## config.mk

```make
export PLATFORM = sky130hd
export DESIGN_NAME = nmea_sentence_field_extractor
export DESIGN_NICKNAME = d
export VERILOG_FILES = /design/src/design/nsfe_pkg.sv /design/src/design/nmea_sentence_field_extractor.sv /design/src/design/nsfe_ram.sv /design/src/design/nsfe_queue.sv /design/src/design/nsfe_front.sv /design/src/design/nsfe_back.sv
export SDC_FILE = /design/constraint.sdc
export NUM_CORES = 1
export LEC_CHECK = 0
export ABC_AREA = 1
export BUFFER_PORTS_ARGS = -buffer_cell sky130_fd_sc_hd__buf_2
export CORE_MARGIN = 1
export CORE_UTILIZATION = 25
export CTS_BUF_LIST = sky130_fd_sc_hd__clkbuf_8
export DETAILED_ROUTE_END_ITERATION = 7
export GPL_ROUTABILITY_DRIVEN = 0
export PLACE_DENSITY = 0.52
export SYNTH_ARGS = -nofsm -noshare
export SYNTH_HDL_FRONTEND = slang
export SYNTH_SLANG_ARGS = --single-unit
```

## constraint.sdc

```tcl
create_clock -name clock -period 2.9 [get_ports clock]
set_clock_uncertainty 0.1 [all_clocks]
set_input_delay 0.145 -clock clock [delete_from_list [all_inputs] [get_ports clock]]
set_output_delay 0.145 -clock clock [all_outputs]
set_load 0.01 [all_outputs]
```

## src/design/nsfe_pkg.sv

```systemverilog
// Shared types, character codes and event codes of the sentence field extractor.
package nsfe_pkg;

   // Sentence framing characters.
   localparam logic [7:0] CH_DOLLAR = 8'h24;
   localparam logic [7:0] CH_COMMA  = 8'h2C;
   localparam logic [7:0] CH_STAR   = 8'h2A;
   localparam logic [7:0] CH_UPPER_A = 8'h41;
   localparam logic [7:0] CH_UPPER_F = 8'h46;
   localparam logic [7:0] CH_DIGIT_0 = 8'h30;
   localparam logic [7:0] CH_DIGIT_9 = 8'h39;
   localparam logic [3:0] HEX_TEN    = 4'd10;

   // Fixed limits on the tag and the slots.
   localparam logic [3:0] MAX_TAG   = 4'd8;
   localparam logic [2:0] NUM_SLOTS = 3'd4;
   localparam int         SLOT_BITS = 4;

   // Depth of the command queue between the front and the back.
   localparam int Q_DEPTH = 2;

   // Result event codes.
   localparam logic [2:0] EV_NONE  = 3'd0;
   localparam logic [2:0] EV_START = 3'd1;
   localparam logic [2:0] EV_BYTE  = 3'd2;
   localparam logic [2:0] EV_MARK  = 3'd3;
   localparam logic [2:0] EV_VALID = 3'd4;

   // Configuration register indexes.
   localparam logic [1:0] CSR_TAG_CHARS  = 2'd0;
   localparam logic [1:0] CSR_TAG_LENGTH = 2'd1;
   localparam logic [1:0] CSR_SLOT_COUNT = 2'd2;
   localparam logic [1:0] CSR_SLOT_FIELDS = 2'd3;

   // Configuration as seen by the parser.
   typedef struct packed {
      logic [63:0] tag_chars;
      logic [3:0]  tag_length;
      logic [2:0]  slot_count;
      logic [31:0] slot_field_numbers;
   } cfg_type;

   // One queued command: the final event kind and the slots it goes to.
   typedef struct packed {
      logic [2:0]           kind;
      logic [SLOT_BITS-1:0] mask;
   } cmd_type;

endpackage

```

## src/design/nmea_sentence_field_extractor.sv

```systemverilog
// Top level: configuration registers, parser, command queue, field store, sequencer.
// Path: a start or sentence-valid event passes through the command queue, the sequencer
// state and the result register; a field dump begins the same way after the closing ',' or '*'.
// Throughput: one character per cycle when it causes no field dump and the command queue
// is not full. A dump reads each stored byte through the field store's registered read port,
// and no character is taken until the dump's final mark is loaded.
// Reset: synchronous, active high; clears parser, queue, sequencer and registers.
module nmea_sentence_field_extractor
   import nsfe_pkg::*;
#(
   parameter int FIELD_LEN = 16
) (
   input  logic        clock,
   input  logic        reset,
   // Character input.
   input  logic        req_tvalid,
   output logic        req_tready,
   input  logic [7:0]  req_tdata,   // [7:0] in_char
   // Result output.
   output logic        rsp_tvalid,
   input  logic        rsp_tready,
   output logic [15:0] rsp_tdata,   // [7:0] data_byte, [11:8] slot_mask, [15:12] zero
   output logic [2:0]  rsp_tuser,   // [2:0] event_kind
   output logic        rsp_tlast,   // last_of_run
   // Configuration write channel.
   input  logic        csr_valid,
   output logic        csr_ready,
   input  logic [1:0]  csr_index,
   input  logic [63:0] csr_data
);

   localparam int LEN_W = $clog2(FIELD_LEN);
   localparam int AW    = (FIELD_LEN > 2) ? $clog2(FIELD_LEN - 1) : 1;
   localparam int QW    = $bits(cmd_type) + LEN_W;

   cfg_type cfg_ff, cfg_in;

   logic             cmd_push;
   cmd_type          cmd;
   logic [LEN_W-1:0] cmd_len;
   logic             q_full;
   logic             q_empty;
   logic             q_pop;
   logic [QW-1:0]    q_rd;
   cmd_type          q_cmd;
   logic [LEN_W-1:0] q_len;
   logic             store_en;
   logic [AW-1:0]    store_addr;
   logic [7:0]       store_data;
   logic [AW-1:0]    rd_addr;
   logic [7:0]       rd_data;
   logic             dump_done;
   logic             dump_pending;

   // Configuration register writes.
   assign csr_ready = 1'b1;

   always_comb begin
      cfg_in = cfg_ff;
      if (csr_valid && csr_ready) begin
         case (csr_index)
            CSR_TAG_CHARS:   cfg_in.tag_chars          = csr_data;
            CSR_TAG_LENGTH:  cfg_in.tag_length         = csr_data[3:0];
            CSR_SLOT_COUNT:  cfg_in.slot_count         = csr_data[2:0];
            CSR_SLOT_FIELDS: cfg_in.slot_field_numbers = csr_data[31:0];
            default:         cfg_in = cfg_ff;
         endcase
      end
   end

   always_ff @(posedge clock) begin
      if (reset) begin
         cfg_ff <= '0;
      end else begin
         cfg_ff <= cfg_in;
      end
   end

   // Parser front.
   nsfe_front #(.FIELD_LEN(FIELD_LEN)) u_front (
      .clock        (clock),
      .reset        (reset),
      .cfg          (cfg_ff),
      .req_tvalid   (req_tvalid),
      .req_tready   (req_tready),
      .req_tdata    (req_tdata),
      .q_full       (q_full),
      .dump_done    (dump_done),
      .cmd_push     (cmd_push),
      .cmd          (cmd),
      .cmd_len      (cmd_len),
      .store_en     (store_en),
      .store_addr   (store_addr),
      .store_data   (store_data),
      .dump_pending (dump_pending)
   );

   // Command queue.
   nsfe_queue #(.WIDTH(QW)) u_queue (
      .clock   (clock),
      .reset   (reset),
      .push    (cmd_push),
      .wr_data ({cmd, cmd_len}),
      .pop     (q_pop),
      .rd_data (q_rd),
      .full    (q_full),
      .empty   (q_empty)
   );

   assign q_cmd = q_rd[QW-1:LEN_W];
   assign q_len = q_rd[LEN_W-1:0];

   // Field byte store.
   nsfe_ram #(.WIDTH(8), .DEPTH(FIELD_LEN - 1)) u_store (
      .clock   (clock),
      .wr_en   (store_en),
      .wr_addr (store_addr),
      .wr_data (store_data),
      .rd_addr (rd_addr),
      .rd_data (rd_data)
   );

   // Result sequencer.
   nsfe_back #(.FIELD_LEN(FIELD_LEN)) u_back (
      .clock      (clock),
      .reset      (reset),
      .q_empty    (q_empty),
      .q_cmd      (q_cmd),
      .q_len      (q_len),
      .q_pop      (q_pop),
      .rd_addr    (rd_addr),
      .rd_data    (rd_data),
      .dump_done  (dump_done),
      .rsp_tvalid (rsp_tvalid),
      .rsp_tready (rsp_tready),
      .rsp_tdata  (rsp_tdata),
      .rsp_tuser  (rsp_tuser),
      .rsp_tlast  (rsp_tlast)
   );

   // No character transfer while a field dump still reads the store.
   a_no_accept_in_dump: assert property (@(posedge clock) disable iff (reset)
      (req_tvalid && req_tready) |-> !dump_pending)
      else $error("character taken during a field dump");

   // The queue is never written when full.
   a_queue_no_overflow: assert property (@(posedge clock) disable iff (reset)
      cmd_push |-> !q_full)
      else $error("command queue overflow");

   // Only field bytes go out without the last mark.
   a_last_vs_kind: assert property (@(posedge clock) disable iff (reset)
      rsp_tvalid |-> ((rsp_tuser == EV_BYTE) != rsp_tlast))
      else $error("last mark does not match event kind");

   // A field byte always goes to at least one slot.
   a_byte_has_slot: assert property (@(posedge clock) disable iff (reset)
      (rsp_tvalid && rsp_tuser == EV_BYTE) |-> (rsp_tdata[11:8] != 4'd0))
      else $error("field byte with empty slot mask");

endmodule

```

## src/design/nsfe_ram.sv

```systemverilog
// Generic single-write, single-read RAM with registered read data.
module nsfe_ram #(
   parameter int WIDTH = 8,
   parameter int DEPTH = 16,
   localparam int AW = (DEPTH > 1) ? $clog2(DEPTH) : 1
) (
   input  logic             clock,
   input  logic             wr_en,
   input  logic [AW-1:0]    wr_addr,
   input  logic [WIDTH-1:0] wr_data,
   input  logic [AW-1:0]    rd_addr,
   output logic [WIDTH-1:0] rd_data
);

   logic [WIDTH-1:0] mem_ff [DEPTH];
   logic [WIDTH-1:0] rd_data_ff;

   // Write port and registered read port.
   always_ff @(posedge clock) begin
      if (wr_en) begin
         mem_ff[wr_addr] <= wr_data;
      end
      rd_data_ff <= mem_ff[rd_addr];
   end

   assign rd_data = rd_data_ff;

endmodule

```

## src/design/nsfe_queue.sv

```systemverilog
// Short command queue that decouples the parser from the result sequencer.
module nsfe_queue
   import nsfe_pkg::*;
#(
   parameter int WIDTH = 8
) (
   input  logic             clock,
   input  logic             reset,
   input  logic             push,
   input  logic [WIDTH-1:0] wr_data,
   input  logic             pop,
   output logic [WIDTH-1:0] rd_data,
   output logic             full,
   output logic             empty
);

   localparam int PW = (Q_DEPTH > 1) ? $clog2(Q_DEPTH) : 1;
   localparam int CW = $clog2(Q_DEPTH + 1);

   logic [WIDTH-1:0] entry_ff [Q_DEPTH];
   logic [PW-1:0]    wr_ptr_ff, wr_ptr_in;
   logic [PW-1:0]    rd_ptr_ff, rd_ptr_in;
   logic [CW-1:0]    count_ff, count_in;

   assign full    = (count_ff == CW'(Q_DEPTH));
   assign empty   = (count_ff == '0);
   assign rd_data = entry_ff[rd_ptr_ff];

   // Pointer and fill count updates.
   always_comb begin
      wr_ptr_in = wr_ptr_ff;
      rd_ptr_in = rd_ptr_ff;
      count_in  = count_ff;
      if (push) begin
         wr_ptr_in = (wr_ptr_ff == PW'(Q_DEPTH - 1)) ? '0 : wr_ptr_ff + PW'(1);
      end
      if (pop) begin
         rd_ptr_in = (rd_ptr_ff == PW'(Q_DEPTH - 1)) ? '0 : rd_ptr_ff + PW'(1);
      end
      if (push && !pop) begin
         count_in = count_ff + CW'(1);
      end else if (pop && !push) begin
         count_in = count_ff - CW'(1);
      end
   end

   always_ff @(posedge clock) begin
      if (reset) begin
         wr_ptr_ff <= '0;
         rd_ptr_ff <= '0;
         count_ff  <= '0;
      end else begin
         wr_ptr_ff <= wr_ptr_in;
         rd_ptr_ff <= rd_ptr_in;
         count_ff  <= count_in;
      end
   end

   // Entry storage needs no reset.
   always_ff @(posedge clock) begin
      if (push) begin
         entry_ff[wr_ptr_ff] <= wr_data;
      end
   end

endmodule

```

## src/design/nsfe_front.sv

```systemverilog
// Character parser: tag match, field split, checksum check and command issue.
module nsfe_front
   import nsfe_pkg::*;
#(
   parameter int FIELD_LEN = 16,
   localparam int LEN_W = $clog2(FIELD_LEN),
   localparam int AW = (FIELD_LEN > 2) ? $clog2(FIELD_LEN - 1) : 1
) (
   input  logic             clock,
   input  logic             reset,
   input  cfg_type          cfg,
   input  logic             req_tvalid,
   output logic             req_tready,
   input  logic [7:0]       req_tdata,
   input  logic             q_full,
   input  logic             dump_done,
   output logic             cmd_push,
   output cmd_type          cmd,
   output logic [LEN_W-1:0] cmd_len,
   output logic             store_en,
   output logic [AW-1:0]    store_addr,
   output logic [7:0]       store_data,
   output logic             dump_pending
);

   localparam logic [LEN_W-1:0] STORE_MAX = LEN_W'(FIELD_LEN - 1);

   // Parser state.
   logic             in_sentence_ff, in_sentence_in;
   logic [3:0]       tag_pos_ff, tag_pos_in;
   logic             in_checksum_ff, in_checksum_in;
   logic [7:0]       xor_ff, xor_in;
   logic             have_high_ff, have_high_in;
   logic [3:0]       high_digit_ff, high_digit_in;
   logic [7:0]       field_num_ff, field_num_in;
   logic [LEN_W-1:0] field_len_ff, field_len_in;
   logic             dump_pending_ff, dump_pending_in;

   logic                 accept;
   logic [7:0]           c;
   logic [3:0]           tlen;
   logic [2:0]           slots_use;
   logic [7:0]           want;
   logic [SLOT_BITS-1:0] field_mask;
   logic [SLOT_BITS-1:0] start_mask;
   logic                 is_hex;
   logic [3:0]           hex_val;
   logic                 do_clear;
   logic                 do_start;

   assign req_tready   = !q_full && !dump_pending_ff;
   assign accept       = req_tvalid && req_tready;
   assign c            = req_tdata;
   assign dump_pending = dump_pending_ff;

   // Limits on the tag length and on the slots in use.
   assign tlen      = (cfg.tag_length > MAX_TAG) ? MAX_TAG : cfg.tag_length;
   assign slots_use = (cfg.slot_count > NUM_SLOTS) ? NUM_SLOTS : cfg.slot_count;
   assign want      = cfg.tag_chars[{tag_pos_ff[2:0], 3'b000} +: 8];

   // Slots that take the current field, and the slots in use.
   always_comb begin
      for (int i = 0; i < SLOT_BITS; i++) begin
         start_mask[i] = (3'(i) < slots_use);
         field_mask[i] = start_mask[i] &&
                         (cfg.slot_field_numbers[8*i +: 8] == field_num_ff);
      end
   end

   // Uppercase hex digit decode.
   always_comb begin
      is_hex  = 1'b0;
      hex_val = '0;
      if (c >= CH_UPPER_A && c <= CH_UPPER_F) begin
         is_hex  = 1'b1;
         hex_val = 4'(c - CH_UPPER_A) + HEX_TEN;
      end else if (c >= CH_DIGIT_0 && c <= CH_DIGIT_9) begin
         is_hex  = 1'b1;
         hex_val = 4'(c - CH_DIGIT_0);
      end
   end

   // Next parser state and the command that a character issues.
   always_comb begin
      in_sentence_in  = in_sentence_ff;
      tag_pos_in      = tag_pos_ff;
      in_checksum_in  = in_checksum_ff;
      xor_in          = xor_ff;
      have_high_in    = have_high_ff;
      high_digit_in   = high_digit_ff;
      field_num_in    = field_num_ff;
      field_len_in    = field_len_ff;
      dump_pending_in = dump_pending_ff && !dump_done;
      cmd_push        = 1'b0;
      cmd.kind        = EV_NONE;
      cmd.mask        = '0;
      cmd_len         = field_len_ff;
      store_en        = 1'b0;
      do_clear        = 1'b0;
      do_start        = 1'b0;

      if (accept) begin
         if (!in_sentence_ff) begin
            do_start = (c == CH_DOLLAR);
         end else if (tag_pos_ff < tlen) begin
            // Tag characters must match in order.
            if (c == want) begin
               tag_pos_in = tag_pos_ff + 4'd1;
               xor_in     = xor_ff ^ c;
            end else begin
               do_clear = 1'b1;
            end
         end else if (!in_checksum_ff) begin
            if (c == CH_DOLLAR) begin
               do_clear = 1'b1;
            end else if (c == CH_COMMA || c == CH_STAR) begin
               // End of a field: hand the stored bytes to the back end when a slot takes the field.
               if (field_mask != '0) begin
                  cmd_push        = 1'b1;
                  cmd.kind        = EV_MARK;
                  cmd.mask        = field_mask;
                  dump_pending_in = 1'b1;
               end
               if (c == CH_STAR) begin
                  in_checksum_in = 1'b1;
                  have_high_in   = 1'b0;
               end else begin
                  if (field_num_ff != 8'hFF) begin
                     field_num_in = field_num_ff + 8'd1;
                  end
                  field_len_in = '0;
                  xor_in       = xor_ff ^ c;
               end
            end else begin
               // Data character: store it while room remains.
               if (field_len_ff < STORE_MAX) begin
                  store_en     = 1'b1;
                  field_len_in = field_len_ff + LEN_W'(1);
               end
               xor_in = xor_ff ^ c;
            end
         end else begin
            // Two hex digits of checksum after the star.
            if (!is_hex) begin
               do_clear = 1'b1;
            end else if (!have_high_ff) begin
               high_digit_in = hex_val;
               have_high_in  = 1'b1;
            end else if ({high_digit_ff, hex_val} == xor_ff) begin
               do_clear = 1'b1;
               cmd_push = 1'b1;
               cmd.kind = EV_VALID;
               cmd.mask = '0;
            end else begin
               do_clear = 1'b1;
            end
         end

         // Return to idle; a dollar sign opens a new sentence at once.
         if (do_clear) begin
            in_sentence_in = 1'b0;
            tag_pos_in     = '0;
            in_checksum_in = 1'b0;
            xor_in         = '0;
            have_high_in   = 1'b0;
            high_digit_in  = '0;
            field_num_in   = '0;
            field_len_in   = '0;
            if (c == CH_DOLLAR && cmd.kind != EV_VALID) begin
               do_start = 1'b1;
            end
         end

         if (do_start) begin
            in_sentence_in = 1'b1;
            cmd_push       = 1'b1;
            cmd.kind       = EV_START;
            cmd.mask       = start_mask;
         end
      end
   end

   assign store_addr = field_len_ff[AW-1:0];
   assign store_data = c;

   always_ff @(posedge clock) begin
      if (reset) begin
         in_sentence_ff  <= 1'b0;
         tag_pos_ff      <= '0;
         in_checksum_ff  <= 1'b0;
         xor_ff          <= '0;
         have_high_ff    <= 1'b0;
         high_digit_ff   <= '0;
         field_num_ff    <= '0;
         field_len_ff    <= '0;
         dump_pending_ff <= 1'b0;
      end else begin
         in_sentence_ff  <= in_sentence_in;
         tag_pos_ff      <= tag_pos_in;
         in_checksum_ff  <= in_checksum_in;
         xor_ff          <= xor_in;
         have_high_ff    <= have_high_in;
         high_digit_ff   <= high_digit_in;
         field_num_ff    <= field_num_in;
         field_len_ff    <= field_len_in;
         dump_pending_ff <= dump_pending_in;
      end
   end

endmodule

```

## src/design/nsfe_back.sv

```systemverilog
// Result sequencer: reads stored field bytes and drives the result register.
module nsfe_back
   import nsfe_pkg::*;
#(
   parameter int FIELD_LEN = 16,
   localparam int LEN_W = $clog2(FIELD_LEN),
   localparam int AW = (FIELD_LEN > 2) ? $clog2(FIELD_LEN - 1) : 1
) (
   input  logic                 clock,
   input  logic                 reset,
   input  logic                 q_empty,
   input  cmd_type              q_cmd,
   input  logic [LEN_W-1:0]     q_len,
   output logic                 q_pop,
   output logic [AW-1:0]        rd_addr,
   input  logic [7:0]           rd_data,
   output logic                 dump_done,
   output logic                 rsp_tvalid,
   input  logic                 rsp_tready,
   output logic [15:0]          rsp_tdata,
   output logic [2:0]           rsp_tuser,
   output logic                 rsp_tlast
);

   // Sequencer states.
   localparam logic [1:0] B_IDLE = 2'd0;
   localparam logic [1:0] B_READ = 2'd1;
   localparam logic [1:0] B_BYTE = 2'd2;
   localparam logic [1:0] B_LAST = 2'd3;

   logic [1:0]           state_ff, state_in;
   logic [2:0]           kind_ff, kind_in;
   logic [SLOT_BITS-1:0] mask_ff, mask_in;
   logic [LEN_W-1:0]     len_ff, len_in;
   logic [LEN_W-1:0]     idx_ff, idx_in;

   // Result register.
   logic                 out_valid_ff, out_valid_in;
   logic [2:0]           out_kind_ff, out_kind_in;
   logic [7:0]           out_data_ff, out_data_in;
   logic [SLOT_BITS-1:0] out_mask_ff, out_mask_in;
   logic                 out_last_ff, out_last_in;
   logic                 out_free;

   assign out_free = !out_valid_ff || rsp_tready;
   assign q_pop    = (state_ff == B_IDLE) && !q_empty;
   assign rd_addr  = idx_ff[AW-1:0];

   always_comb begin
      state_in     = state_ff;
      kind_in      = kind_ff;
      mask_in      = mask_ff;
      len_in       = len_ff;
      idx_in       = idx_ff;
      out_valid_in = out_valid_ff && !rsp_tready;
      out_kind_in  = out_kind_ff;
      out_data_in  = out_data_ff;
      out_mask_in  = out_mask_ff;
      out_last_in  = out_last_ff;
      dump_done    = 1'b0;

      case (state_ff)
         B_IDLE: begin
            // Take the next command from the queue.
            if (!q_empty) begin
               kind_in = q_cmd.kind;
               mask_in = q_cmd.mask;
               len_in  = q_len;
               idx_in  = '0;
               if (q_cmd.kind == EV_MARK && q_len != '0) begin
                  state_in = B_READ;
               end else begin
                  state_in = B_LAST;
               end
            end
         end
         B_READ: begin
            // The store's read data is registered; wait here for it.
            state_in = B_BYTE;
         end
         B_BYTE: begin
            if (out_free) begin
               out_valid_in = 1'b1;
               out_kind_in  = EV_BYTE;
               out_data_in  = rd_data;
               out_mask_in  = mask_ff;
               out_last_in  = 1'b0;
               idx_in       = idx_ff + LEN_W'(1);
               state_in     = (idx_ff + LEN_W'(1) == len_ff) ? B_LAST : B_READ;
            end
         end
         B_LAST: begin
            // Final event of the run carries the last mark.
            if (out_free) begin
               out_valid_in = 1'b1;
               out_kind_in  = kind_ff;
               out_data_in  = '0;
               out_mask_in  = mask_ff;
               out_last_in  = 1'b1;
               dump_done    = (kind_ff == EV_MARK);
               state_in     = B_IDLE;
            end
         end
         default: begin
            state_in = B_IDLE;
         end
      endcase
   end

   always_ff @(posedge clock) begin
      if (reset) begin
         state_ff     <= B_IDLE;
         out_valid_ff <= 1'b0;
      end else begin
         state_ff     <= state_in;
         out_valid_ff <= out_valid_in;
      end
   end

   // Payload registers need no reset.
   always_ff @(posedge clock) begin
      kind_ff     <= kind_in;
      mask_ff     <= mask_in;
      len_ff      <= len_in;
      idx_ff      <= idx_in;
      out_kind_ff <= out_kind_in;
      out_data_ff <= out_data_in;
      out_mask_ff <= out_mask_in;
      out_last_ff <= out_last_in;
   end

   assign rsp_tvalid = out_valid_ff;
   assign rsp_tuser  = out_kind_ff;
   assign rsp_tdata  = {4'b0000, out_mask_ff, out_data_ff};
   assign rsp_tlast  = out_last_ff;

endmodule
```

Word-level counts from Yosys, hierarchy flattened. Memory sizes are Yosys's and may differ from the RTL's. A register that Yosys moved wholly into a read port is not among the register bits. Index checks and enable logic that the tools add are counted.

Add/subtract/negate cells: 11. $lt $le $gt $ge: 12. Eq/ne operators: 36. Shift operators: 1. Mux-type cells: 138. Bitwise gates (word level): 2. Reductions and logical operators: 62.

Operators by type and width (count): 8-bit two-way mux (18); 4-bit two-way mux (23); 7-bit two-way mux (11); 1-bit two-way mux (70); 64-bit by 7-bit indexed part select with 8-bit output (1); 8-bit equality test (6); 8-bit by 6-bit equality test with 1-bit output (second input constant) (3); 2-bit nonzero test (11); 8-bit one-hot mux with 2 select lines (1); 1-bit logical AND (15); 3-bit != test (second input constant) (5); 2-bit two-way mux (7); 2-bit AND reduction (7); 7-bit AND reduction (2); 4-bit by 1-bit adder with 4-bit output (second input constant) (3); 3-bit AND reduction (4); 6-bit AND reduction (2); 2-bit equality test (second input constant) (5); 2-bit != test (second input constant) (5); 3-bit two-way mux (3); 3-bit nonzero test (3); 8-bit by 1-bit adder with 8-bit output (second input constant) (1); 8-bit by 6-bit >= comparator with 1-bit output (second input constant) (1); 8-bit by 7-bit >= comparator with 1-bit output (second input constant) (1); other kinds (34) (54).

Register bits after elaboration: 173. RAM bits: 142. Bits of input ports: 79. Output and inout bits: 23. Memories kept: 2.

Memory list: u_store.mem_ff (words 15, bits a word 8, rd ports 1, clocked after Yosys merged registers in 1, wr ports 1, line nsfe_ram.sv:15) `logic [WIDTH-1:0] mem_ff [DEPTH];`; u_queue.entry_ff (words 2, bits a word 11, rd ports 1, clocked after Yosys merged registers in 1, wr ports 1, line nsfe_queue.sv:20) `logic [WIDTH-1:0] entry_ff [Q_DEPTH];`.

Depth between registers and ports, before layout. Gate-level depths: netlist (run 1).

Word-level depth: 23. Gate-level depth with buffers: 22. Gate-level depth less buffers: 20.

Modules after synthesis. From an unflattened synthesis (run 1), not the netlist that was laid out.

Cells, all modules: 2005. Area, all modules: 15906.5 µm².

By module, submodules not included: nsfe_ram (times used 1, cells each 509, area an instance 5355.1 µm², seq. area each 3763.6 µm²); nmea_sentence_field_extractor (times used 1, cells each 673, area an instance 4441.8 µm², seq. area each 2062.0 µm²); nsfe_front (times used 1, cells each 631, area an instance 3686.0 µm², seq. area each 640.6 µm²); nsfe_back (times used 1, cells each 125, area an instance 1398.8 µm², seq. area each 991.0 µm²); nsfe_queue (times used 1, cells each 67, area an instance 1024.7 µm², seq. area each 760.7 µm²).

Least setup slack after synthesis (run 1). Ideal clock, no wire load.

Kind: register -> register. Start: reg cfg_ff[38] (netlist name). End: mem u_queue.entry_ff[0][0] (netlist name), enable pin. Library setup time: 383 ps. Arrival time: 2146 ps. Data required time: 2417 ps. Slack: 272 ps. Stages on the path, launching flop included: 13. Buffers on the path: 0. Cells stage by stage: dfxtp_1 -> inv_1 -> nand2_1 -> ha_1 -> a21oi_1 -> nand3b_1 -> nand2_1 -> inv_2 -> nor2_1 -> nand2_1 -> nand3_1 -> nand2_1 -> a21oi_1.

Longest elaborated chain between the ends: 15. Elaborated cells on any way between the ends: 20. Classes of those cells: 2 x order compare; 1 x eq/ne; 16 x mux; 1 x reduce/logical.

Ends and longest elaborated chain: from (decl) (line nmea_sentence_field_extractor.sv:36) `cfg_type cfg_ff, cfg_in;`; from (signal assigned) (line nmea_sentence_field_extractor.sv:75) `cfg_ff <= cfg_in;`; 4-bit > comparator (line nsfe_front.sv:57) `assign tlen = (cfg.tag_length > MAX_TAG) ? MAX_TAG : cfg.tag_length;`; 4-bit two-way mux * (line nsfe_front.sv:57); 4-bit less-than comparator * (line nsfe_front.sv:105) `end else if (tag_pos_ff < tlen) begin`; 7-bit two-way mux (line nsfe_front.sv:105); 7-bit two-way mux (line nsfe_front.sv:103) `if (!in_sentence_ff) begin`; 7-bit two-way mux (line nsfe_front.sv:102) `if (accept) begin`; 3-bit != test (line nsfe_front.sv:169) `if (c == CH_DOLLAR && cmd.kind != EV_VALID) begin`; 1-bit logical AND (line nsfe_front.sv:169); 1-bit two-way mux (line nsfe_front.sv:169); 1-bit two-way mux (line nsfe_front.sv:160) `if (do_clear) begin`; 1-bit two-way mux (line nsfe_front.sv:102); 1-bit two-way mux * (line nsfe_front.sv:174) `if (do_start) begin`; 1-bit two-way mux * (line nsfe_front.sv:102); 1-bit two-way mux * (line nsfe_queue.sv:61) `if (push) begin`; 1-bit two-way mux (not written as such) * (line nsfe_queue.sv:62) `entry_ff[wr_ptr_ff] <= wr_data;`; to (decl) (line nsfe_queue.sv:20).

Every way passes the cells marked *; elsewhere a longest branch is shown, timed or not. The select of a mux whose other input is x is not followed.

Final worst setup path (run 1).
Start: in req_tdata[0]. End: mem u_queue.entry_ff[0][1] (netlist name), enable pin.

Longest elaborated chain between the ends: 21. Elaborated cells on any way between the ends: 53. Classes of those cells: 3 x add/sub; 4 x order compare; 6 x eq/ne; 36 x mux; 4 x reduce/logical.

Ends and longest elaborated chain: from (decl) (line nmea_sentence_field_extractor.sv:18) `input logic [7:0] req_tdata,`; branches (longest 17 deep; another with 4-bit by 1-bit subtractor with 4-bit output); 1-bit two-way mux * (line nsfe_front.sv:174); 1-bit two-way mux * (line nsfe_front.sv:102); 1-bit two-way mux * (line nsfe_queue.sv:61); 1-bit two-way mux (not written as such) * (line nsfe_queue.sv:62).

Every way passes the cells marked *. The select of a mux whose other input is x is not followed.

==> results of run 1 <==
metal layers:
metal,vias to the layer above,global-route usage,part of all wire
li1,5705,-,-
met1,5519,0.189,0.48
met2,324,0.222,0.45
met3,50,0.0234,0.056
met4,0,0.0299,0.013
met5,-,0,0
layout make-up:
class | count | area (um2) | share of cell area
Antenna cell | 1 | 2.50 | 0.000141
Timing Repair inverter | 3 | 25.0 | 0.00141
Clock inverter | 29 | 178 | 0.00999
Sequential cell | 324 | 8220 | 0.462
Clock buffer | 64 | 881 | 0.0495
Tap cell | 748 | 936 | 0.0526
Inverter | 172 | 664 | 0.0373
Multi-Input combinational cell | 969 | 4930 | 0.277
Timing Repair Buffer | 251 | 1950 | 0.110
registers in the layout (all words and copies together), names as in the netlist, 8 cells and up, named ones only:
register,count
u_store.mem_ff,120
cfg_ff,103
u_queue.entry_ff,22
u_back.out_data_ff,8
u_front.field_num_ff,8
u_front.xor_ff,8
u_store.rd_data,8
cells in the final DEF, fill, tap and decap left out, types with 5 or more instances in the layout:
master and n:
nand2_1 239, inv_1 177, edfxtp_1 173, o21ai_0 157, nor2_1 155, dfxtp_1 148, a21oi_1 130, buf_2 95
nand3_1 90, dlygate4sd3_1 77, buf_4 69, clkbuf_8 64, nand4_1 24, nor3_1 20, ha_1 15, xor2_1 13
xnor2_1 13, o22ai_1 13, o221ai_1 13, o2111ai_1 12, mux2_2 10, inv_2 7, a211oi_1 7, nand3_2 7
nand2_2 6, clkinv_2 6, o21ai_1 5, nor2_2 5, nor3b_1 5, conb_1 5
power groups by stage:
stage	sequential [uW]	combinational, uW	clock, uW
after global routing	5440	2590	4290
after global placement	5540	2170	0
final	5400	2330	3990
after detailed placement	5540	2180	0
after CTS	5450	2280	4100
after floorplan	5440	1420	0
kinds of logic (layout without fill, tap and decap cells):
kind of cell	Yosys count	in the layout
multiplexers	10	10
other	2	6
buffers and inverters	254	519
XOR/XNOR	26	26
AO/OA/AOI/OAI	353	353
adder cells (fa/ha/maj)	16	16
AND/OR/NAND/NOR	559	559
flip-flops	324	324
through the flow:
stage,utilization,instance area [um2],power (uW),instances,hold slack [ps]
after floorplan,-,14100,6850,1547,144
after global placement,0.283,15700,7710,2379,268
after detailed placement,0.283,15700,7730,2379,273
after CTS,0.317,17500,11800,2549,11.7
after global routing,0.321,17800,12300,2560,34.8
final,0.321,17800,11700,2561,63.5
path summary, 6_finish.rpt:
check / start / endpoint / slack (ps) / cells past startpoint
worst min register to register: u_back.mask_ff[0] / u_back.out_mask_ff[0] / 320 / 0
worst min-delay path: req_tdata[3] / u_store.mem_ff[9][3] / 60 / 2
worst max-delay path: req_tdata[0] / u_queue.entry_ff[0][1] / 270 / 16
worst max register to register: cfg_ff[34] / u_queue.entry_ff[0][1] / 280 / 13
timing repair:
action | CTS | global route
setup endpoints to repair | 1 | 25
hold endpoints to repair | 219 | 0
pin swaps | 0 | 5
resized for setup | 2 | 30
buffers inserted | 0 | 4
hold buffers | 77 | 0
gates cloned | 0 | 7
==> impl_metrics.yaml, run 1 <==
cells_and_area:
  nets: 1866
  area_delta_synth_final_pct: 25.9
  fill_cells: 5775
  drive_above_1_share: 0.164
die:
  die_h_um: 240
  die_w_um: 240
  ios: 102
  core-area_um2: 55400
  die_area_um2: 57500
  initial_core_util: 0.255
  rows: 86
sta:
  setup_ws_ps: 266
  final_max_slew_viol_count: 0
  tns_ps: 0
  fmax_mhz: 380
  period_share: 0.908
  fin_crit_ps: 2630
  setup_violations: 0
  hold_viol: 0
  slew_headroom: 0.288
  rsz0062_at_grt: "yes"
  worst-slew-pin-transition_ps: 1060
yosys:
  synthFlopType: "edfxtp_1"
  synth_edf_count: 173
  yosysTopAreaCell: "edfxtp_1"
  synthArstFlopShare: 0
  syn-mean-instance-area_um2: 9.15
  synth_mux_area_frac: 0.00797
  synth_compound_area_frac: 0.137
  syn_area_um2: 14100
  netlist_instances: 1544
  synth_xor_area_frac: 0.0161
  synthTopCellsByArea: "edfxtp_1 37%, dfxtp_1 21%, nand2_1 6.4%"
  ys_seq_area_frac: 0.582
  yosys_warnings: 0
  synth-adder-area-share: 0.0142
  synth-seq-cells: 324
  netlist.area_leader.share: 0.368
  synthTopCellsByCount: "241 x nand2_1, 173 x edfxtp_1, 164 x inv_1"
  yosysUniqueCellTypes: 41
  synth_top_family_by_area: "simple AND/OR/NAND/NOR gates"
  yosys.area_share.simple: 0.168
  yosysMostFrequentCell: "nand2_1"
placed_design:
  dp_hpwl_um: 27500
  port_buffers: 96
  post-place-ws_ps: 8.47
critical_path:
  arrival_ps: 2830
  required_ps: 3090
  critPathKind: "in -> reg"
  cp-end-kind: "register"
  crit_path_max_fanout: 7
  crit_chain: "dlygate4sd3_1 -> buf_4 -> inv_1 -> ha_1 -> nand2_1 -> o21ai_1 -> inv_1 -> nand2_2 -> xor2_1 -> nand2_1 -> nand3_1 -> a211oi_1 -> nand4_1 -> buf_4 -> a21oi_1 -> buf_4"
  worstSetupStartpointType: "primary input"
  cpLargestDelayFamily: "buffers and inverters"
  critPathSlowestCell: "dlygate4sd3_1"
  crit_buf_inv: 6
  slowest_delay_ps: 620
  cp_common_cell: "buf_4"
clock_network:
  clock_path_buffers: 3
  clk_latency_ps: 590
  cts_buffers: 50
  clock-sinks: 324
  htree_levels: 2
  path_clk_slew_ps: 60
  clockRootBuffer: "clkbuf_8"
  tritoncts: "done"
power_and_ir_drop:
  intPower_uw: 8180
  p_switching_uw: 3530
  p_leak_uw: 0.00693
  seqPwrFrac: 0.461
  pwr-share-comb: 0.198
  ir_worst_vdd_uv: 338
  powerDensity_nw_per_um2: 659
  p_clk_frac: 0.340
  switching_share: 0.302
global_routing:
  grt_overflow: 0
  grt_pass1_wl_um: 61500
  antenna_found_initial: 1
  grt_max_degree: 110
  grt_usage: 0.137
  grt_pass1_vias: 11254
min_path:
  hp-class: "in -> reg"
routing:
  routed_wl_um: 40000
  viasPerCell: 4.53
  vias: 11598
  first_pass_iters: 5
  antenna_left: 0
  drtIter0Drc: 737
  drc: 0
  post_drt_wl_per_cell_um: 15.6
run:
  maxCapViolCount: 0
outcome:
  outcome: "finished, final reports clean"
Power figures use the tool's default switching activity.
==> run 2: changes to the inputs <==
--- a/constraint.sdc
+++ b/constraint.sdc
@@ -4,2 +4,2 @@
 set_output_delay 0.145 -clock clock [all_outputs]
-set_load 0.01 [all_outputs]
+set_load 0.1 [all_outputs]
==> run 2 against run 1 <==
  * Clock power decreased by 9.5%
  * Power increased by 0.68%
  * Cell count decreased by 0.39%
  * Non-clock buffer count shrank 2
  * Sequential power grew 0.7%
  * Worst hold slack got worse by 22 ps
  * Critical path type is now reg -> reg
  * Sequential share of layout area grew 0.61 points
  * Fmax down 3.1%
  * Combinational power rose by 18%
  * Global-route usage barely moved
  * Utilization is 0.40 points lower
  * Wire length down 1.5%
==> impl_metrics.yaml, run 2 (synthesis results as in run 1) <==
routing:
  vias: 11479
  routed_wl_um: 39400
  post_drt_wl_per_cell_um: 15.5
  first_pass_iters: 5
  drtIter0Drc: 739
  drc: 0
  antenna_left: 0
  viasPerCell: 4.50
sta:
  final_max_slew_viol_count: 0
  setup_violations: 0
  tns_ps: 0
  worst-slew-pin-transition_ps: 1040
  period_share: 0.938
  setup_ws_ps: 181
  fmax_mhz: 368
  slew_headroom: 0.305
  hold-worst-slack_ps: 41.2
  fin_crit_ps: 2720
  hold_viol: 0
die:
  die_h_um: 240
  die_w_um: 240
  die_area_um2: 57500
  ios: 102
  rows: 86
  core-area_um2: 55400
  initial_core_util: 0.255
critical_path:
  critPathKind: "reg -> reg"
  required_ps: 3100
  cp-end-kind: "register"
  arrival_ps: 2920
  worstSetupStartpointType: "register"
  crit_path_max_fanout: 7
global_routing:
  antenna_found_initial: 0
  grt_max_degree: 65
  grt_overflow: 0
  grt_pass1_vias: 11273
  grt_usage: 0.137
  grt_pass1_wl_um: 61700
cells_and_area:
  largest_register: "u_store.mem_ff"
  nets: 1862
  layout_common_cells: "238 x nand2_1, 185 x inv_1, 173 x edfxtp_1, 158 x nor2_1, 158 x o21ai_0"
  area_delta_synth_final_pct: 24.4
  layout_commonest_cell: "nand2_1"
  finish.utilization: 0.317
  largest_reg_flops: 120
  fill_cells: 5801
  reg_top3: "u_store.mem_ff (120), cfg_ff (103), u_queue.entry_ff (22)"
  antenna_cells: 0
  drive_above_1_share: 0.154
placed_design:
  post-place-ws_ps: 62.5
  dp_hpwl_um: 27500
  port_buffers: 96
clock_network:
  cts_buffers: 51
  path_clk_slew_ps: 70
  clockRootBuffer: "clkbuf_8"
  clk_latency_ps: 600
  tritoncts: "done"
  htree_levels: 2
  clock-sinks: 324
  clock_path_buffers: 3
power_and_ir_drop:
  p_total_uw: 11800
  ir_worst_vdd_uv: 437
  powerDensity_nw_per_um2: 671
  p_leak_uw: 0.00685
outcome:
  outcome: "finished, final reports clean"
run:
  maxCapViolCount: 0
min_path:
  hp-class: "in -> reg"
## run 2: cell count changes in the layout (fill, tap and decap cells not counted), sizes merged, moves of 2 or more
cell,change
clkbuf,-9
inv,+6
clkinv,-4
bufinv,-2
## run 2: power breakdown
part           internal (uW)  switching (uW)
Combinational            815            1940
Clock                   1810            1790
Sequential              5220             221
## run 2: final cells by class
class	instances	area, um2	area share
well taps	748	936	0.0533
inverters	172	656	0.0373
repair buffers	249	1880	0.107
clock inverters	31	133	0.00755
multi-input cells	969	4930	0.281
flip-flops and latches	324	8230	0.468
clock buffers	58	798	0.0454
## run 2: metal layers
metal / track usage / vias to the layer above / part of all wire
li1: - / 5699 / -
met1: 0.190 / 5413 / 0.49
met2: 0.218 / 307 / 0.45
met3: 0.0248 / 60 / 0.049
met4: 0.0322 / 0 / 0.017
met5: 0 / - / 0
## run 2: path summary, 6_finish.rpt
kind	cells past startpoint	slack [ps]	startpoint	to
min	2	40	req_tdata[3]	u_store.mem_ff[2][3]
max reg2reg	13	180	u_front.field_num_ff[7]	u_queue.entry_ff[0][9]
min reg2reg	0	330	u_back.mask_ff[0]	u_back.out_mask_ff[0]
max	13	180	u_front.field_num_ff[7]	u_queue.entry_ff[0][9]
## run 2: critical path, stage by stage, from the launching register on
cell and delay (ps):
dfxtp_1 410, inv_1 230, o22ai_1 110, a21oi_1 140, nand3_1 90, nor2_1 310, nor2_1 100, nand2_1 80
nand2_1 80, nand3_1 110, nand2_2 70, buf_4 140, a21oi_1 230, buf_4 220
## run 2: metrics by stage
step	instances	area (um2)
2_1_floorplan	1547	14100
3_3_place_gp	2381	15700
3_5_place_dp	2381	15700
4_1_cts	2547	17400
5_1_grt	2551	17600
6_report	2551	17600
## run 2: repair_timing
action | 4_1_cts | 5_1_grt
buffers inserted | 0 | 4
endpoints found under the hold margin | 215 | 0
resized for setup | 0 | 28
setup endpoints to repair | 0 | 24
hold buffers | 77 | 0
==> run 3: changes to the inputs <==
CAP_MARGIN = 30   (was not set)
CELL_PAD_IN_SITES_DETAIL_PLACEMENT = 0   (was not set)
CELL_PAD_IN_SITES_GLOBAL_PLACEMENT = 1   (was not set)
CTS_BUF_LIST = not set   (was sky130_fd_sc_hd__clkbuf_8)
PLACE_DENSITY = 0.6   (was 0.52)
==> run 3 against run 2 <==
  * Cell count shrank 0.82%
  * Sequential cell count did not move
  * First-iteration DRC count down 15%
  * Sequential share of layout area fell by 0.67 points
  * Register-to-register slack gained 50 ps
  * Combinational power increased by 1%
  * Clock power is 29% higher
  * Critical path depth grew 3
  * Fmax is 1.7% higher
  * Global-route usage is 0.37 points higher
  * Power up 8.8%
==> impl_metrics.yaml, run 3 (synthesis results as in run 1) <==
cells_and_area:
  antenna_cells: 0
  largest_register: "u_store.mem_ff"
  layout_common_cells: "239 x nand2_1, 173 x edfxtp_1, 163 x inv_1, 159 x o21ai_0, 157 x nor2_1"
  layout_commonest_cell: "nand2_1"
  finish.utilization: 0.321
  drive_above_1_share: 0.152
  fill_cells: 5751
  largest_reg_flops: 120
  fin_cells: 2530
  area_delta_synth_final_pct: 26.1
  reg_top3: "u_store.mem_ff (120), cfg_ff (103), u_queue.entry_ff (22)"
  nets: 1848
  design_area_um2: 17800
clock_network:
  htree_levels: 2
  clock-sinks: 324
  cts_buffers: 37
  tritoncts: "done"
  clockRootBuffer: "clkbuf_16"
  clock_path_buffers: 3
  clk_latency_ps: 560
  path_clk_slew_ps: 60
routing:
  routed_wl_um: 39800
  vias: 11266
  antenna_left: 0
  viasPerCell: 4.45
  drtIter0Drc: 631
  first_pass_iters: 8
  post_drt_wl_per_cell_um: 15.7
  drc: 0
placed_design:
  post-place-ws_ps: 21.3
  place_area_um2: 15800
  port_buffers: 96
  dp.cells: 2386
  dp_hpwl_um: 28000
critical_path:
  required_ps: 3230
  slowest_delay_ps: 390
  crit_chain: "inv_1 -> o22ai_1 -> a21oi_1 -> nand3_1 -> nor2_1 -> nor2_1 -> nand2_1 -> nand2_1 -> nand3_1 -> nand2_1 -> nand2_2 -> ha_4 -> a21oi_1 -> o21ai_0 -> o21ai_0 -> a21oi_1"
  critPathKind: "reg -> reg"
  critPathSlowestCell: "dfxtp_1"
  crit_path_max_fanout: 5
  cp-end-kind: "register"
  worstSetupStartpointType: "register"
  arrival_ps: 3010
sta:
  setup_ws_ps: 228
  setup_violations: 0
  hold_viol: 0
  rsz0062_at_grt: "no"
  final_max_slew_viol_count: 0
  fin_crit_ps: 2670
  period_share: 0.922
  worst-slew-pin-transition_ps: 763
  fmax_mhz: 374
  slew_headroom: 0.486
power_and_ir_drop:
  ir_worst_vdd_uv: 509
  p_leak_uw: 0.00688
  powerDensity_nw_per_um2: 720
global_routing:
  grt_usage: 0.140
  grt_pass1_wl_um: 62300
  antenna_found_initial: 0
  grt_max_degree: 104
  grt_overflow: 0
  grt_pass1_vias: 11048
die:
  core-area_um2: 55400
  ios: 102
  rows: 86
  die_area_um2: 57500
  initial_core_util: 0.255
  die_w_um: 240
  die_h_um: 240
min_path:
  hp-class: "in -> reg"
outcome:
  outcome: "finished, final reports clean"
run:
  maxCapViolCount: 0
run 3: cell count changes in the layout (fill, tap and decap cells not counted), moves of 3 or more:
cell       delta
clkbuf_1      +8
clkinv_2      +4
inv_1        -22
clkbuf_8     -52
clkbuf_16    +37
dfxtp_1       +3
run 3: final timing paths:
| kind | cells past startpoint | to | slack (ps) | start |
|---|---|---|---|---|
| hold reg to reg | 0 | u_back.out_mask_ff[0] | 310 | u_back.mask_ff[0] |
| hold / removal | 2 | u_store.mem_ff[11][7] | 40 | req_tdata[7] |
| setup / recovery | 16 | u_queue.count_ff[1] | 230 | u_front.field_num_ff[7] |
| setup reg to reg | 16 | u_queue.count_ff[1] | 230 | u_front.field_num_ff[7] |
run 3: stage by stage:
stage / hold WS (ps) / power (uW) / TNS [ps]
6_report: 37.8 / 12800 / 0
3_3_place_gp: 267 / 8200 / 0
3_5_place_dp: 276 / 8230 / 0
4_1_cts: 4.98 / 13000 / 0
2_1_floorplan: 144 / 7310 / -1820
5_1_grt: 6.12 / 13500 / 0
run 3: layout make-up:
cell class / instances / area [um2] / share of cell area
inverters: 172 / 664 / 0.0373
multi-input cells: 969 / 4910 / 0.276
flip-flops and latches: 324 / 8220 / 0.462
clock buffers: 51 / 1040 / 0.0583
well taps: 748 / 936 / 0.0526
repair buffers: 249 / 1870 / 0.105
clock inverters: 17 / 164 / 0.00920
run 3: critical path, delay by kind of cell, from the launching register on:
kind	cells	cell delay, ps
buf+inv	1	240
simple gates	8	930
fa+ha+maj	1	220
compound gates	6	670
flops	1	390
run 3: routing by layer:
metal / GRT usage / share of wire / vias to the layer above
met5: 0 / 0 / -
met1: 0.191 / 0.48 / 5308
li1: - / - / 5672
met4: 0.0375 / 0.018 / 0
met3: 0.0218 / 0.038 / 52
met2: 0.231 / 0.46 / 234
run 3: repair_timing:
item / in CTS / in global routing
hold buffers: 75 / 0
setup buffers: 0 / 0
endpoints found under the setup margin: 0 / 11
resized for setup: 0 / 20
hold endpoints to repair: 163 / 0
run 3: power by group:
part           internal (uW)  switching [uW]  total (uW)
Clock                   2710            1920        4640
Combinational            827            1960        2790
Sequential              5220             189        5400
Total                   8750            4070       12800
